<file path="src/rtl/rule_based_text_tokenizer_defines.svh">
// assertion macros for the text tokenizer
// depends on clk and rst being visible where the macros are used
`ifndef RULE_BASED_TEXT_TOKENIZER_DEFINES_SVH
`define RULE_BASED_TEXT_TOKENIZER_DEFINES_SVH

// property checked on every clock edge outside reset
`define RBTT_ASSERT(lbl, prop, msg) \
  lbl: assert property (@(posedge clk) disable iff (rst) prop) else $error(msg);

// property checked on every clock edge, reset included
`define RBTT_ASSERT_ALWAYS(lbl, prop, msg) \
  lbl: assert property (@(posedge clk) prop) else $error(msg);

`endif

</file>
<file path="src/rtl/rbtt_pkg.sv">
// types and constants for the text tokenizer
// no dependencies
`timescale 1ns / 1ps
`default_nettype none

package rbtt_pkg;

  localparam int POS_BITS   = 16;
  localparam int LEN_BITS   = 16;
  localparam int KIND_BITS  = 3;
  localparam int ABBR_BITS  = 3;
  localparam int FIFO_DEPTH = 4;
  localparam int PTR_BITS   = $clog2(FIFO_DEPTH);
  localparam int CNT_BITS   = $clog2(FIFO_DEPTH + 1);

  localparam logic [LEN_BITS-1:0]  LEN_MAX       = '1;
  localparam logic [ABBR_BITS-1:0] ABBR_RST      = ABBR_BITS'(4);

  typedef logic [POS_BITS-1:0]  pos_t;
  typedef logic [LEN_BITS-1:0]  len_t;
  typedef logic [ABBR_BITS-1:0] abbr_t;

  typedef enum logic [2:0] {
    ST_START  = 3'd0,
    ST_WORD   = 3'd1,
    ST_NUMBER = 3'd2,
    ST_PUNCT  = 3'd3,
    ST_CONTR  = 3'd4,
    ST_ABBREV = 3'd5,
    ST_HYPHEN = 3'd6
  } scan_state_t;

  typedef enum logic [2:0] {
    CL_LETTER = 3'd0,
    CL_DIGIT  = 3'd1,
    CL_PERIOD = 3'd2,
    CL_APOS   = 3'd3,
    CL_HYPHEN = 3'd4,
    CL_PUNCT  = 3'd5,
    CL_SPACE  = 3'd6
  } char_class_t;

  typedef enum logic [KIND_BITS-1:0] {
    KIND_WORD   = 3'd0,
    KIND_NUMBER = 3'd1,
    KIND_PUNCT  = 3'd2,
    KIND_CONTR  = 3'd3,
    KIND_ABBREV = 3'd4,
    KIND_HYPHEN = 3'd5
  } token_kind_t;

  typedef struct packed {
    logic [KIND_BITS-1:0] kind;
    pos_t                 start_pos;
    pos_t                 end_pos;
    len_t                 len;
    logic                 last;
  } result_t;

  function automatic char_class_t classify(input logic [7:0] c);
    char_class_t cls;
    if ((c >= 8'h41 && c <= 8'h5A) || (c >= 8'h61 && c <= 8'h7A)) begin
      cls = CL_LETTER;
    end else if (c >= 8'h30 && c <= 8'h39) begin
      cls = CL_DIGIT;
    end else if (c == 8'h2E) begin
      cls = CL_PERIOD;
    end else if (c == 8'h27) begin
      cls = CL_APOS;
    end else if (c == 8'h2D) begin
      cls = CL_HYPHEN;
    end else if (c >= 8'h21 && c <= 8'h7E) begin
      cls = CL_PUNCT;
    end else begin
      cls = CL_SPACE;
    end
    return cls;
  endfunction

  function automatic logic [KIND_BITS-1:0] kind_of(input scan_state_t st);
    logic [KIND_BITS-1:0] k;
    unique case (st)
      ST_WORD:   k = KIND_WORD;
      ST_NUMBER: k = KIND_NUMBER;
      ST_PUNCT:  k = KIND_PUNCT;
      ST_CONTR:  k = KIND_CONTR;
      ST_ABBREV: k = KIND_ABBREV;
      ST_HYPHEN: k = KIND_HYPHEN;
      default:   k = '1;
    endcase
    return k;
  endfunction

endpackage

`default_nettype wire

</file>
<file path="src/rtl/rule_based_text_tokenizer.sv">
// A token is written into the result queue when the byte that ends it is transferred.
// Throughput: one byte per cycle while in_stall is low; the byte classifier and one scan state
// transition sit between the state registers and a four-entry result queue.
// The input stalls while fewer than two queue entries are free.
// Reset: synchronous; scan state start, positions and length zero,
// abbrev_max_len 4, result queue empty.
// depends on rbtt_pkg and rule_based_text_tokenizer_defines.svh
`timescale 1ns / 1ps
`default_nettype none

`include "rule_based_text_tokenizer_defines.svh"

module rule_based_text_tokenizer
  import rbtt_pkg::*;
(
  input  wire logic                 clk,
  input  wire logic                 rst,
  input  wire logic                 abbrev_max_len_we,
  input  wire logic [ABBR_BITS-1:0] abbrev_max_len_wdata,
  input  wire logic                 in_valid,
  output logic                      in_stall,
  input  wire logic [7:0]           ch,
  input  wire logic                 end_of_text,
  output logic                      out_valid,
  input  wire logic                 out_stall,
  output logic [KIND_BITS-1:0]      token_kind,
  output pos_t                      start_pos,
  output pos_t                      end_pos,
  output len_t                      token_len,
  output logic                      run_last
);

  scan_state_t scan_state, scan_state_next;
  pos_t        token_begin, token_begin_next;
  pos_t        position, position_next;
  len_t        pending_len, pending_len_next;
  abbr_t       abbrev_max_len;

  result_t               queue [FIFO_DEPTH];
  logic [PTR_BITS-1:0]   wr_ptr, rd_ptr;
  logic [CNT_BITS-1:0]   count, count_next;

  logic        in_xfer, out_xfer;
  char_class_t cls;
  pos_t        prev_pos;
  result_t     res0, res1;
  logic        res0_en, res1_en;
  logic [1:0]  nwr;

  assign in_stall  = count > CNT_BITS'(FIFO_DEPTH - 2);
  assign in_xfer   = in_valid && !in_stall;
  assign out_valid = count != '0;
  assign out_xfer  = out_valid && !out_stall;

  assign cls      = classify(ch);
  assign prev_pos = position - pos_t'(1);

  always_comb begin
    logic        boundary;
    logic        start_tok;
    scan_state_t st;
    len_t        len;
    pos_t        tb;
    st       = scan_state;
    len      = pending_len;
    tb       = token_begin;
    boundary = 1'b0;
    res0     = '0;
    res1     = '0;
    res0_en  = 1'b0;
    res1_en  = 1'b0;

    unique case (scan_state)
      ST_START: begin
      end
      ST_WORD: begin
        if (cls == CL_LETTER) begin
          if (len != LEN_MAX) len = len + len_t'(1);
        end else if (cls == CL_PERIOD) begin
          if (({1'b0, len} + 17'd1) <= {{(LEN_BITS + 1 - ABBR_BITS){1'b0}}, abbrev_max_len})
          begin
            if (len != LEN_MAX) len = len + len_t'(1);
            st = ST_ABBREV;
          end else begin
            boundary = 1'b1;
          end
        end else if (cls == CL_APOS) begin
          if (len != LEN_MAX) len = len + len_t'(1);
          st = ST_CONTR;
        end else if (cls == CL_HYPHEN) begin
          if (len != LEN_MAX) len = len + len_t'(1);
          st = ST_HYPHEN;
        end else begin
          boundary = 1'b1;
        end
      end
      ST_NUMBER: begin
        if (cls == CL_DIGIT) begin
          if (len != LEN_MAX) len = len + len_t'(1);
        end else begin
          boundary = 1'b1;
        end
      end
      ST_PUNCT: begin
        if (cls == CL_PUNCT || cls == CL_PERIOD) begin
          if (len != LEN_MAX) len = len + len_t'(1);
        end else begin
          boundary = 1'b1;
        end
      end
      ST_ABBREV: begin
        if (cls == CL_LETTER) begin
          if (len != LEN_MAX) len = len + len_t'(1);
          st = ST_WORD;
        end else if (cls == CL_PERIOD) begin
          if (len != LEN_MAX) len = len + len_t'(1);
        end else begin
          boundary = 1'b1;
        end
      end
      ST_CONTR, ST_HYPHEN: begin
        if (cls == CL_LETTER) begin
          if (len != LEN_MAX) len = len + len_t'(1);
          st = ST_WORD;
        end else begin
          boundary = 1'b1;
        end
      end
      default: begin
        st  = ST_START;
        len = '0;
      end
    endcase

    // token that the current byte closes
    if (boundary) begin
      res0_en        = 1'b1;
      res0.kind      = kind_of(st);
      res0.start_pos = tb;
      res0.end_pos   = prev_pos;
      res0.len       = len;
      st             = ST_START;
      len            = '0;
    end

    // restart from the start state
    start_tok = (st == ST_START);
    if (start_tok) begin
      if (cls == CL_LETTER) begin
        st = ST_WORD;
      end else if (cls == CL_DIGIT) begin
        st = ST_NUMBER;
      end else if (cls == CL_PUNCT || cls == CL_PERIOD) begin
        st = ST_PUNCT;
      end
      if (st != ST_START) begin
        tb  = position;
        len = len_t'(1);
      end
    end

    // flush at end of string
    if (end_of_text) begin
      if (st != ST_START) begin
        res1_en        = 1'b1;
        res1.kind      = kind_of(st);
        res1.start_pos = tb;
        res1.end_pos   = position;
        res1.len       = len;
        res1.last      = 1'b1;
      end
      st            = ST_START;
      len           = '0;
      position_next = '0;
    end else begin
      position_next = position + pos_t'(1);
    end
    res0.last = !res1_en;

    scan_state_next  = st;
    token_begin_next = tb;
    pending_len_next = len;
  end

  always_comb begin
    nwr = 2'd0;
    if (in_xfer) begin
      nwr = {1'b0, res0_en} + {1'b0, res1_en};
    end
    count_next = count + CNT_BITS'(nwr) - CNT_BITS'(out_xfer);
  end

  always_ff @(posedge clk) begin
    if (rst) begin
      scan_state     <= ST_START;
      token_begin    <= '0;
      position       <= '0;
      pending_len    <= '0;
      abbrev_max_len <= ABBR_RST;
      wr_ptr         <= '0;
      rd_ptr         <= '0;
      count          <= '0;
    end else begin
      if (abbrev_max_len_we) begin
        abbrev_max_len <= abbrev_max_len_wdata;
      end
      if (in_xfer) begin
        scan_state  <= scan_state_next;
        token_begin <= token_begin_next;
        position    <= position_next;
        pending_len <= pending_len_next;
        wr_ptr      <= wr_ptr + PTR_BITS'(nwr);
      end
      if (out_xfer) begin
        rd_ptr <= rd_ptr + PTR_BITS'(1);
      end
      count <= count_next;
    end
  end

  // result queue payload
  always_ff @(posedge clk) begin
    if (in_xfer) begin
      if (res0_en) begin
        queue[wr_ptr] <= res0;
        if (res1_en) begin
          queue[wr_ptr + PTR_BITS'(1)] <= res1;
        end
      end else if (res1_en) begin
        queue[wr_ptr] <= res1;
      end
    end
  end

  assign token_kind = queue[rd_ptr].kind;
  assign start_pos  = queue[rd_ptr].start_pos;
  assign end_pos    = queue[rd_ptr].end_pos;
  assign token_len  = queue[rd_ptr].len;
  assign run_last   = queue[rd_ptr].last;

  `RBTT_ASSERT(a_count_bound, count <= CNT_BITS'(FIFO_DEPTH), "result queue overflow")
  `RBTT_ASSERT(a_eot_pos, in_xfer && end_of_text |=> position == '0, "position not cleared")
  `RBTT_ASSERT(a_not_last_pair, out_valid && !run_last |-> count >= CNT_BITS'(2), "pair split")
  `RBTT_ASSERT(a_start_len, scan_state == ST_START |-> pending_len == '0, "length left in start")

endmodule

`default_nettype wire

</file>
<file path="config.mk">
export PLATFORM = sky130hd
export DESIGN_NAME = rule_based_text_tokenizer
export DESIGN_NICKNAME = d
export VERILOG_FILES = /design/src/rtl/rbtt_pkg.sv /design/src/rtl/rule_based_text_tokenizer.sv
export VERILOG_INCLUDE_DIRS = /design/src /design/src/rtl
export SDC_FILE = /design/constraint.sdc
export NUM_CORES = 1
export LEC_CHECK = 0
export ABC_AREA = 1
export BUFFER_PORTS_ARGS = -buffer_cell sky130_fd_sc_hd__buf_2
export CAP_MARGIN = 20
export CORE_UTILIZATION = 55
export CTS_CLUSTER_SIZE = 14
export DETAILED_ROUTE_END_ITERATION = 12
export PLACE_DENSITY = 0.78
export RECOVER_POWER = 100
export SLEW_MARGIN = 20
export SYNTH_ARGS = -nofsm -noshare
export SYNTH_HDL_FRONTEND = slang
export SYNTH_SLANG_ARGS = --single-unit
export TNS_END_PERCENT = 30
</file>
<file path="constraint.sdc">
create_clock -name clk -period 10.9 [get_ports clk]
set_input_delay 1.09 -clock clk [delete_from_list [all_inputs] [get_ports clk]]
set_output_delay 1.09 -clock clk [all_outputs]
set_load 0.01 [all_outputs]
</file>
* After elaboration in Yosys (flattened, before gate mapping)
Memory sizes are Yosys's and may differ from the RTL's. A register that Yosys moved wholly into a read port is not among the register bits. Index checks and enable logic that the tools add are counted.
Operators by class: add/subtract/negate cells 10, magnitude comparators 10, eq/ne operators 27, multiplexer cells 72, bitwise gates (word level) 1, reduce and logical (&&, ||, !) cells 20
Operators with widths (count):
- 16-bit 2-to-1 mux | 18
- 52-bit 2-to-1 mux | 3
- 16-bit case mux with 6 select lines | 1
- 3-bit 2-to-1 mux | 17
- 51-bit 2-to-1 mux | 1
- 3-bit case mux with 6 select lines | 2
- 3-bit == test, second input constant | 11
- 16-bit by 1-bit adder with 16-bit output, second input constant | 2
- 3-bit by 2-bit == test with 1-bit output, second input constant | 8
- 8-bit by 6-bit == test with 1-bit output, second input constant | 3
- 8-bit by 7-bit <= comparator with 1-bit output, second input constant | 3
- 1-bit 2-to-1 mux | 23
- 16-bit by 1-bit adder with 17-bit output, second input constant | 1
- 17-bit by 3-bit <= comparator with 1-bit output | 1
- 8-bit by 6-bit >= comparator with 1-bit output, second input constant | 2
- 8-bit by 7-bit >= comparator with 1-bit output, second input constant | 2
- 16-bit inequality test, second input constant | 1
- 16-bit by 1-bit subtractor with 16-bit output, second input constant | 1
- 3-bit by 1-bit == test with 1-bit output, second input constant | 4
- 2-bit 2-to-1 mux | 5
- 3-bit logical NOT | 3
- 3-bit case mux with 3 select lines | 1
- 3-bit nonzero test | 3
- 8-bit by 6-bit <= comparator with 1-bit output, second input constant | 1
- 13 further kinds | 23
Word-level totals: flip-flop bits (word level) 61, RAM bits 208, input port bits 17, memories kept 1
Memories:
- queue | words 4, width 52, read ports 1, clocked after Yosys merged registers in 1, wr ports 2, line rule_based_text_tokenizer.sv:39 | result_t queue [FIFO_DEPTH];

* Longest topological paths before layout
Gate-level depths: netlist (run 1).
word-level depth 28, gate-level depth with buffers 30, mapped depth without buffers 29

* Least setup slack after synthesis (run 1)
Ideal clock, no wire load.
kind input to register, from input ch[6], to memory queue[0][0] in the netlist's numbering (enable), setup time 0.534 ns, arrival time 6.701 ns, required time 10.366 ns, setup slack 3.665 ns, stages 19, path buffers 1, cell sequence nor2_1 -> inv_1 -> nor2_1 -> nand2_1 -> clkinv_1 -> o21bai_1 -> nand2_1 -> nand2_1 -> nand2_1 -> nand2_1 -> nor2_2 -> nand3_1 -> nand3_2 -> nor2_4 -> a21oi_4 -> buf_2 -> ha_1 -> o21ai_0 -> o21ai_0
RTL lines:
- from (decl) | line rule_based_text_tokenizer.sv:22 | input wire logic [7:0] ch,
- to (decl) | line rule_based_text_tokenizer.sv:39

==> results of run 1 <==
==> layout by cell type, fill, tap and decap left out, drive strengths merged <==
master  instances
a211oi          1
a21oi          69
a221oi          1
a311oi          1
a31oi           2
and3b           1
buf            35
bufinv          5
clkbuf         94
clkinv         15
dfxtp          63
edfxtp        208
fa              1
ha             12
inv           110
nand2         754
nand3         154
nand3b          2
nand4          13
nor2          257
nor3           14
nor4            1
o211ai          4
o21ai         215
o21bai          2
o221ai          1
o22ai          66
or2             3
xnor2           2
xor2           11
==> routing by layer <==
layer / vias to the layer above / track usage (%) / share of wire (%) / wire [um]
met4: 0 / 9.99 / 2.2 / 932
met2: 816 / 45.1 / 45 / 19500
met5: - / 0 / 0 / 0
met1: 6554 / 39.2 / 41 / 17700
met3: 85 / 4.63 / 11 / 4710
li1: 6972 / - / - / -
==> critical path, delay by kind of cell, from the launching register on <==
kind / cells / cell delay (ns)
buf+inv: 5 / 3.68
compound gates: 4 / 0.72
simple gates: 14 / 1.58
flops: 1 / 0.66
fa+ha+maj: 3 / 1.00
==> state kept, by name, indices dropped and copies added (netlist names), named ones only <==
register        count
abbrev_max_len      3
count               3
pending_len        16
position           16
queue             208
rd_ptr              2
scan_state          3
token_begin        16
wr_ptr              2
==> power groups by stage <==
stage | Sequential, mW | Combinational (mW) | Clock, mW
floorplan | 1.22 | 0.501 | 0
global placement | 1.22 | 0.692 | 0
detailed placement | 1.23 | 0.710 | 0
CTS | 1.20 | 0.714 | 1.04
global route | 1.21 | 0.768 | 1.08
finish | 1.20 | 0.697 | 1.03
==> through the flow <==
| step | power [mW] | instances |
|---|---|---|
| finish | 2.94 | 2501 |
| global route | 3.05 | 2501 |
| CTS | 2.96 | 2501 |
| detailed placement | 1.94 | 2449 |
| global placement | 1.92 | 2449 |
| floorplan | 1.72 | 2103 |
==> worst paths after layout <==
kind | to | slack, ns | from
max | queue[0][2]$_DFFE_PP_ | 2.84 | pending_len[0]$_SDFFE_PP0P_
max reg2reg | queue[0][2]$_DFFE_PP_ | 2.84 | pending_len[0]$_SDFFE_PP0P_
min | abbrev_max_len[1]$_SDFFE_PP0P_ | 0.47 | abbrev_max_len[1]$_SDFFE_PP0P_
min reg2reg | abbrev_max_len[1]$_SDFFE_PP0P_ | 0.47 | abbrev_max_len[1]$_SDFFE_PP0P_
==> cell type report <==
| type | count | area, um2 | share of cell area (%) |
|---|---|---|---|
| clock buffer | 37 | 786 | 4.54 |
| inverter | 115 | 437 | 2.52 |
| tap | 384 | 480 | 2.77 |
| clock inverter | 15 | 208 | 1.20 |
| timing repair buffer | 92 | 429 | 2.48 |
| sequential | 271 | 7510 | 43.3 |
| multi-input combinational | 1587 | 7480 | 43.2 |
==> cell families (layout without fill, tap and decap cells) <==
group,Yosys count,count (layout),synth area share [%]
buffers and inverters,245,259,6.56
DFF,271,271,46.5
AOI/OAI and AO/OA,362,362,12.4
adders and majority gates,13,13,1.05
and+or+nand+nor,1199,1199,32.7
xor gates and xnor gates,13,13,0.821
==> metrics.md, run 1 <==
| Metric | Value |
|---|---|
| FMAX | `approximately 120 MHz` |
| MaxCap Viol Count | `9` |
| Final Wtd Congestion | `0.940` |
| DR iter-0 viols | `1564` |
| R2r worst-path depth | `26` |
| Clock power share | `35.2%` |
| Power Internal | `roughly 2 mW` |
| Fin util | `60.2%` |
| Top-area cell type share of the netlist area | `between 30% and 40%` |
| DRC errors left | `0` |
| Yosys cell types | `52` |
| # nets final | `about 2.1k` |
| Sw Share | `32.2%` |
| Grt ovf | `0` |
| Synth area leader | `edfxtp_1` |
| Critical Path RT | `11.11 ns` |
| Post-route design area | `about 17000 um2` |
| Vias after detailed routing | `14.4k` |
| Critical path class | `flip-flop to flip-flop` |
| Sink Count | `between 200 and 300` |
| Startpoint Class | `flip-flop` |
| Synthesized area per cell | `just under 8 um2` |
| Reg clk slew, reported paths | `0.07 ns` |
| Antenna fix cells | `0` |
| Die X | `173 um` |
| Post-detailed-placement half-perimeter wirelength | `26000 um` |
| Fillers | `2488` |
| Drt wl/cell | `~17 um` |
| Total wire length | `42900 um` |
| IO Port Bufs | `70` |
| P per Cell Area | `169 nW/um2` |
| Worst rel slew slack | `-143%` |
| Initial core utilization | `56.1%` |
| Vias in the first global route | `13.5k` |
| Nature of the critical path endpoint | `flip-flop` |
| Largest net degree at the start of global routing | `about 90` |
| WP data arrival | `8.26 ns` |
| Area grow syn2layout | `7.25%` |
| Final period utilization | `73.9%` |
| Initial antenna violation count | `0` |
| Largest cells by area after synthesis | `edfxtp_1, nand2_1, dfxtp_1, o21ai_0, nor2_1` |
| Drt first pass iters | `6` |
| Final Critical Period | `8.06 ns` |
| Post-synth EDFFs | `208` |
| RSZ-0062 raised after global routing | `false` |
| Main synth FF type | `edfxtp_1` |
| Layout cells sized above 1 | `8.69%` |
| First-pass GRT wire length | `69200 um` |
| Core area | `28800 um2` |
| #FFs+latches synth | `between 200 and 300` |
| Leakage power | `7.09 nW` |
| Setup TNS | `0 ns` |
| Max Root-Sink Buffers | `3` |
| Logic pwr share | `23.7%` |
| I/O pin total | `71` |
| Die ar. | `30100 um2` |
| Post-Route Skew | `0.0156 ns` |
| Status | `finished, violations left` |
| Syn Inst Count | `2103` |
| Slew Limit Fails | `~420` |
| Place WS | `4.57 ns` |
| # setup viols final | `0` |
| Net switching power | `0.945 mW` |
| Hold Vio Cnt, Final | `0` |
| Hold Path Depth | `2` |
| Synth warn | `0` |
| Max stage delay on crit path | `2.56 ns` |
| Post-synthesis async set-or-reset flop share | `0%` |
| Rows | `62` |
| CTS root buf | `clkbuf_16` |
| Worst setup margin | `2.84 ns` |
| Tightest Pin Transition | `3.64 ns` |
| CTS Buf Count | `28` |
| Failing checks | `max-capacitance violations, max-slew violations` |
| Die height | `173 um` |
| CTS resizes | `0` |
| H-Tree Depth | `1` |
| Flop pwr share | `41.0%` |
| Worst hold slack | `0.470 ns` |
| Netlist Area Pre-Place | `16200 um2` |
| Crit-path slowest cell | `clkbuf_1` |
| Top-count cell post-synth | `nand2_1` |
| DP Area | `16600 um2` |
| Most instantiated cells after synthesis | `nand2_1, nor2_1, o21ai_0, edfxtp_1, nand3_1` |
| Global router's overall resource usage | `between 20% and 30%` |
| Crit Path Max Fanout | `between 80 and 90` |
| Sequential fraction of the synthesis area | `46.5%` |
| TritonCTS clock tree | `yes` |
| Post-CTS setup buffers | `0` |
| Final ANT Viol Nets | `0` |
| # hold bufs at CTS | `0` |
| Hold Crit Class | `flip-flop to flip-flop` |
| Mapped Nets | `about 2.1k` |
| Peak VDD IR | `0.000143 V` |
| Routed vias/inst | `about 5.8` |
| Clk Latency, worst-skew pair | `0.55 ns` |
No activity file was read; power rests on OpenSTA's default activity.
==> run 2, diff against run 1 <==
--- a/config.mk
+++ b/config.mk
@@ -6,13 +6,13 @@
 export SDC_FILE = /design/constraint.sdc
 export NUM_CORES = 1
 export LEC_CHECK = 0
-export ABC_AREA = 1
+export ABC_AREA = 0
 export BUFFER_PORTS_ARGS = -buffer_cell sky130_fd_sc_hd__buf_2
 export CAP_MARGIN = 20
 export CORE_UTILIZATION = 55
 export CTS_CLUSTER_SIZE = 14
 export DETAILED_ROUTE_END_ITERATION = 12
-export PLACE_DENSITY = 0.78
+export PLACE_DENSITY = 0.79
 export RECOVER_POWER = 100
 export SLEW_MARGIN = 20
 export SYNTH_ARGS = -nofsm -noshare
==> constraint.sdc (replaced) <==
create_clock -name clk -period 7.48 [get_ports clk]
set_input_delay 0.748 -clock clk [delete_from_list [all_inputs] [get_ports clk]]
set_output_delay 0.748 -clock clk [all_outputs]
set_load 0.01 [all_outputs]
==> metrics.md, run 2 <==
| Metric | Value |
|---|---|
| First-pass GRT wire length | `57400 um` |
| TritonCTS clock tree | `yes` |
| Setup slack, reg-to-reg | `0.77 ns` |
| R2R Path Start | `pending_len[0]$_SDFFE_PP0P_` |
| Synthesized area per cell | `around 11 um2` |
| Tightest Pin Transition | `3.46 ns` |
| R2r worst-path depth | `18` |
| Hold Path Origin | `abbrev_max_len_wdata[2]` |
| MaxCap Viol Count | `6` |
| Main synth FF type | `edfxtp_1` |
| Drt first pass iters | `6` |
| Slew Limit Fails | `204` |
| Largest register by flop count | `queue` |
| Final Instance Count excl. Fillers | `1657` |
| GR peak layer | `met2` |
| Most common cell after layout, fill and taps aside | `edfxtp_1` |
| DR iter-0 viols | `between 1.5k and 2k` |
| Placed Cells | `roughly 1.6k` |
| Initial core utilization | `about 56%` |
| Post-Route Skew | `0.00953 ns` |
| Final Wtd Congestion | `0.932` |
| Met2 GRT Util | `46.1%` |
| Sequential fraction of the synthesis area | `51.6%` |
| Mapped Nets | `1332` |
| Initial antenna violation count | `0` |
| I/O pin total | `71` |
| Routed vias/inst | `roughly 6.7` |
| Peak VDD IR | `0.000264 V` |
| Most instantiated cells after synthesis | `edfxtp_1, nor2_1, nand2_1, o21ai_0, a22o_1` |
| Post-synth EDFFs | `208` |
| Nature of the critical path endpoint | `flip-flop` |
| Layout cells sized above 1 | `11.5%` |
| Failing checks | `max-capacitance violations, max-slew violations` |
| Reg clk slew, reported paths | `about 0.060 ns` |
| # nets final | `between 1k and 1.5k` |
| # setup viols final | `0` |
| Sink Count | `271` |
| Most frequent cells in the layout | `edfxtp_1, nor2_1, nand2_1` |
| Die height | `165 um` |
| Hold Path Depth | `3` |
| Global Route met3 Usage | `4.62%` |
| Max Root-Sink Buffers | `3` |
| CTS Buf Count | `27` |
| Final period utilization | `between 80 and 90%` |
| Yosys cell types | `80` |
| # hold bufs at CTS | `0` |
| P per Cell Area | `254 nW/um2` |
| Hold Crit Class | `input pin to flip-flop` |
| Rows | `59` |
| Post-detailed-placement half-perimeter wirelength | `24000 um` |
| Syn Inst Count | `1302` |
| Post-synthesis async set-or-reset flop share | `0%` |
| Die ar. | `27100 um2` |
| Core area | `~26000 um2` |
| Status | `finished, violations left` |
| Crit Path Max Fanout | `22` |
| Total wire length | `roughly 37000 um` |
| Global router's overall resource usage | `27.5%` |
| Die X | `165 um` |
| Vias in the first global route | `about 10k` |
| Met1 usage | `35.8%` |
| Top-count cell post-synth | `edfxtp_1` |
| Leakage power | `5.12 nW` |
| Top-area cell type share of the netlist area | `42.9%` |
| Synth warn | `0` |
| Fillers | `2079` |
| Hold endpoint | `abbrev_max_len[2]$_SDFFE_PP1P_` |
| Largest cells by area after synthesis | `edfxtp_1, dfxtp_1, mux4_2, a22o_1, nor2_1` |
| CTS root buf | `clkbuf_16` |
| Netlist Area Pre-Place | `14600 um2` |
| Clk Latency, worst-skew pair | `between 0.5 and 0.6 ns` |
| H-Tree Depth | `1` |
| Grt ovf | `0` |
| Hold Vio Cnt, Final | `0` |
| Area grow syn2layout | `7.40%` |
| DRC errors left | `0` |
| Max reg flops | `208` |
| IO Port Bufs | `70` |
| Setup TNS | `0 ns` |
| Vias after detailed routing | `about 11k` |
| Critical path class | `flip-flop to flip-flop` |
| Critical Path RT | `about 7.9 ns` |
| Final ANT Viol Nets | `0` |
| Largest net degree at the start of global routing | `57` |
| Synth area leader | `edfxtp_1` |
| Worst rel slew slack | `-131%` |
| #FFs+latches synth | `271` |
| Startpoint Class | `flip-flop` |
| Post-CTS setup buffers | `0` |
| Drt wl/cell | `22.5 um` |
| WP data arrival | `just over 7 ns` |
| FMAX | `149 MHz` |
| Final Critical Period | `6.71 ns` |
| CTS resizes | `0` |
| RSZ-0062 raised after global routing | `false` |
| Antenna fix cells | `0` |
| Capturing point of the worst reg2reg path | `queue[0][42]$_DFFE_PP_` |
-- run 2: cell types whose count changed after synthesis, sizes merged, moves of 15 or more --
cell	delta
a21oi	-34
a22o	+66
a22oi	+18
and3	+15
clkbuf	-16
inv	-83
mux2i	+29
mux4	+52
nand2	-630
nand3	-118
nor2	-121
o21ai	-129
o22ai	-41
xnor2	+16
-- run 2: final cells by class --
cell class	instances	area, um2	area share, %
Clock buffer	36	709	4.54
Clock inverter	14	128	0.816
Inverter	31	116	0.744
Multi-Input combinational cell	884	6380	40.8
Sequential cell	271	7510	48.0
Tap cell	335	419	2.68
Timing Repair Buffer	86	377	2.41
-- run 2: how the worst max path moves through the flow --
stage / cells past startpoint / slack [ns] / end / start
after floorplan: 14 / 1.13 / queue[2][0]$_DFFE_PP_ / ch[1]
after global placement: 18 / 1.19 / queue[2][42]$_DFFE_PP_ / ch[1]
after detailed placement: 18 / 1.06 / queue[2][34]$_DFFE_PP_ / ch[1]
after CTS: 18 / 1.19 / queue[2][34]$_DFFE_PP_ / pending_len[0]$_SDFFE_PP0P_
after global routing: 17 / 0.38 / queue[3][35]$_DFFE_PP_ / pending_len[0]$_SDFFE_PP0P_
final: 18 / 0.77 / queue[0][42]$_DFFE_PP_ / pending_len[0]$_SDFFE_PP0P_
-- run 2: worst max-delay path, cell delays in order, from the launching register on --
cell,delay (ns)
dfxtp_1,0.59
ha_1,0.37
xor2_1,0.18
ha_1,0.25
o21ai_0,0.18
o22ai_1,0.10
nor4b_1,0.77
and3_1,0.29
o21a_1,0.12
buf_4,0.25
o2111ai_4,0.29
o21ai_0,0.30
inv_1,0.10
ha_1,0.24
and3_1,0.37
or2_2,0.59
nor2_1,0.58
a31o_1,0.73
a22o_1,0.28
-- run 2: through the flow --
step / total power, mW / setup WS [ns] / util, % / area, um2 / hold slack [ns]
floorplan: 2.43 / 1.13 / - / 14600 / 0.460
detailed placement: 2.72 / 1.06 / 57.7 / 15000 / 0.495
global route: 4.13 / 0.383 / 60.2 / 15600 / 0.429
CTS: 4.01 / 1.19 / 60.9 / 15800 / 0.415
global placement: 2.70 / 1.19 / 57.7 / 15000 / 0.480
finish: 3.97 / 0.773 / 60.2 / 15600 / 0.429
-- run 2: kinds of logic (layout without fill, tap and decap cells) --
group / Yosys count / count (layout) / synth area share [%]
DFF: 271 / 271 / 51.6
adders and majority gates: 13 / 13 / 1.17
xor gates and xnor gates: 29 / 29 / 1.74
and+or+nand+nor: 406 / 406 / 13.2
muxes: 88 / 88 / 10.6
buffers and inverters: 147 / 167 / 4.36
AOI/OAI and AO/OA: 348 / 348 / 17.4
-- run 2: metal layers --
layer	wire length, um	up-vias
met5	0	-
met3	3030	110
met1	14900	5393
met2	18100	599
met4	1260	0
li1	-	4993
-- run 2: report_power, final --
part           internal, mW  switching [mW]  total (mW)
Sequential             1.69          0.0345        1.73
Combinational         0.356           0.575       0.931
Clock                 0.737           0.572        1.31
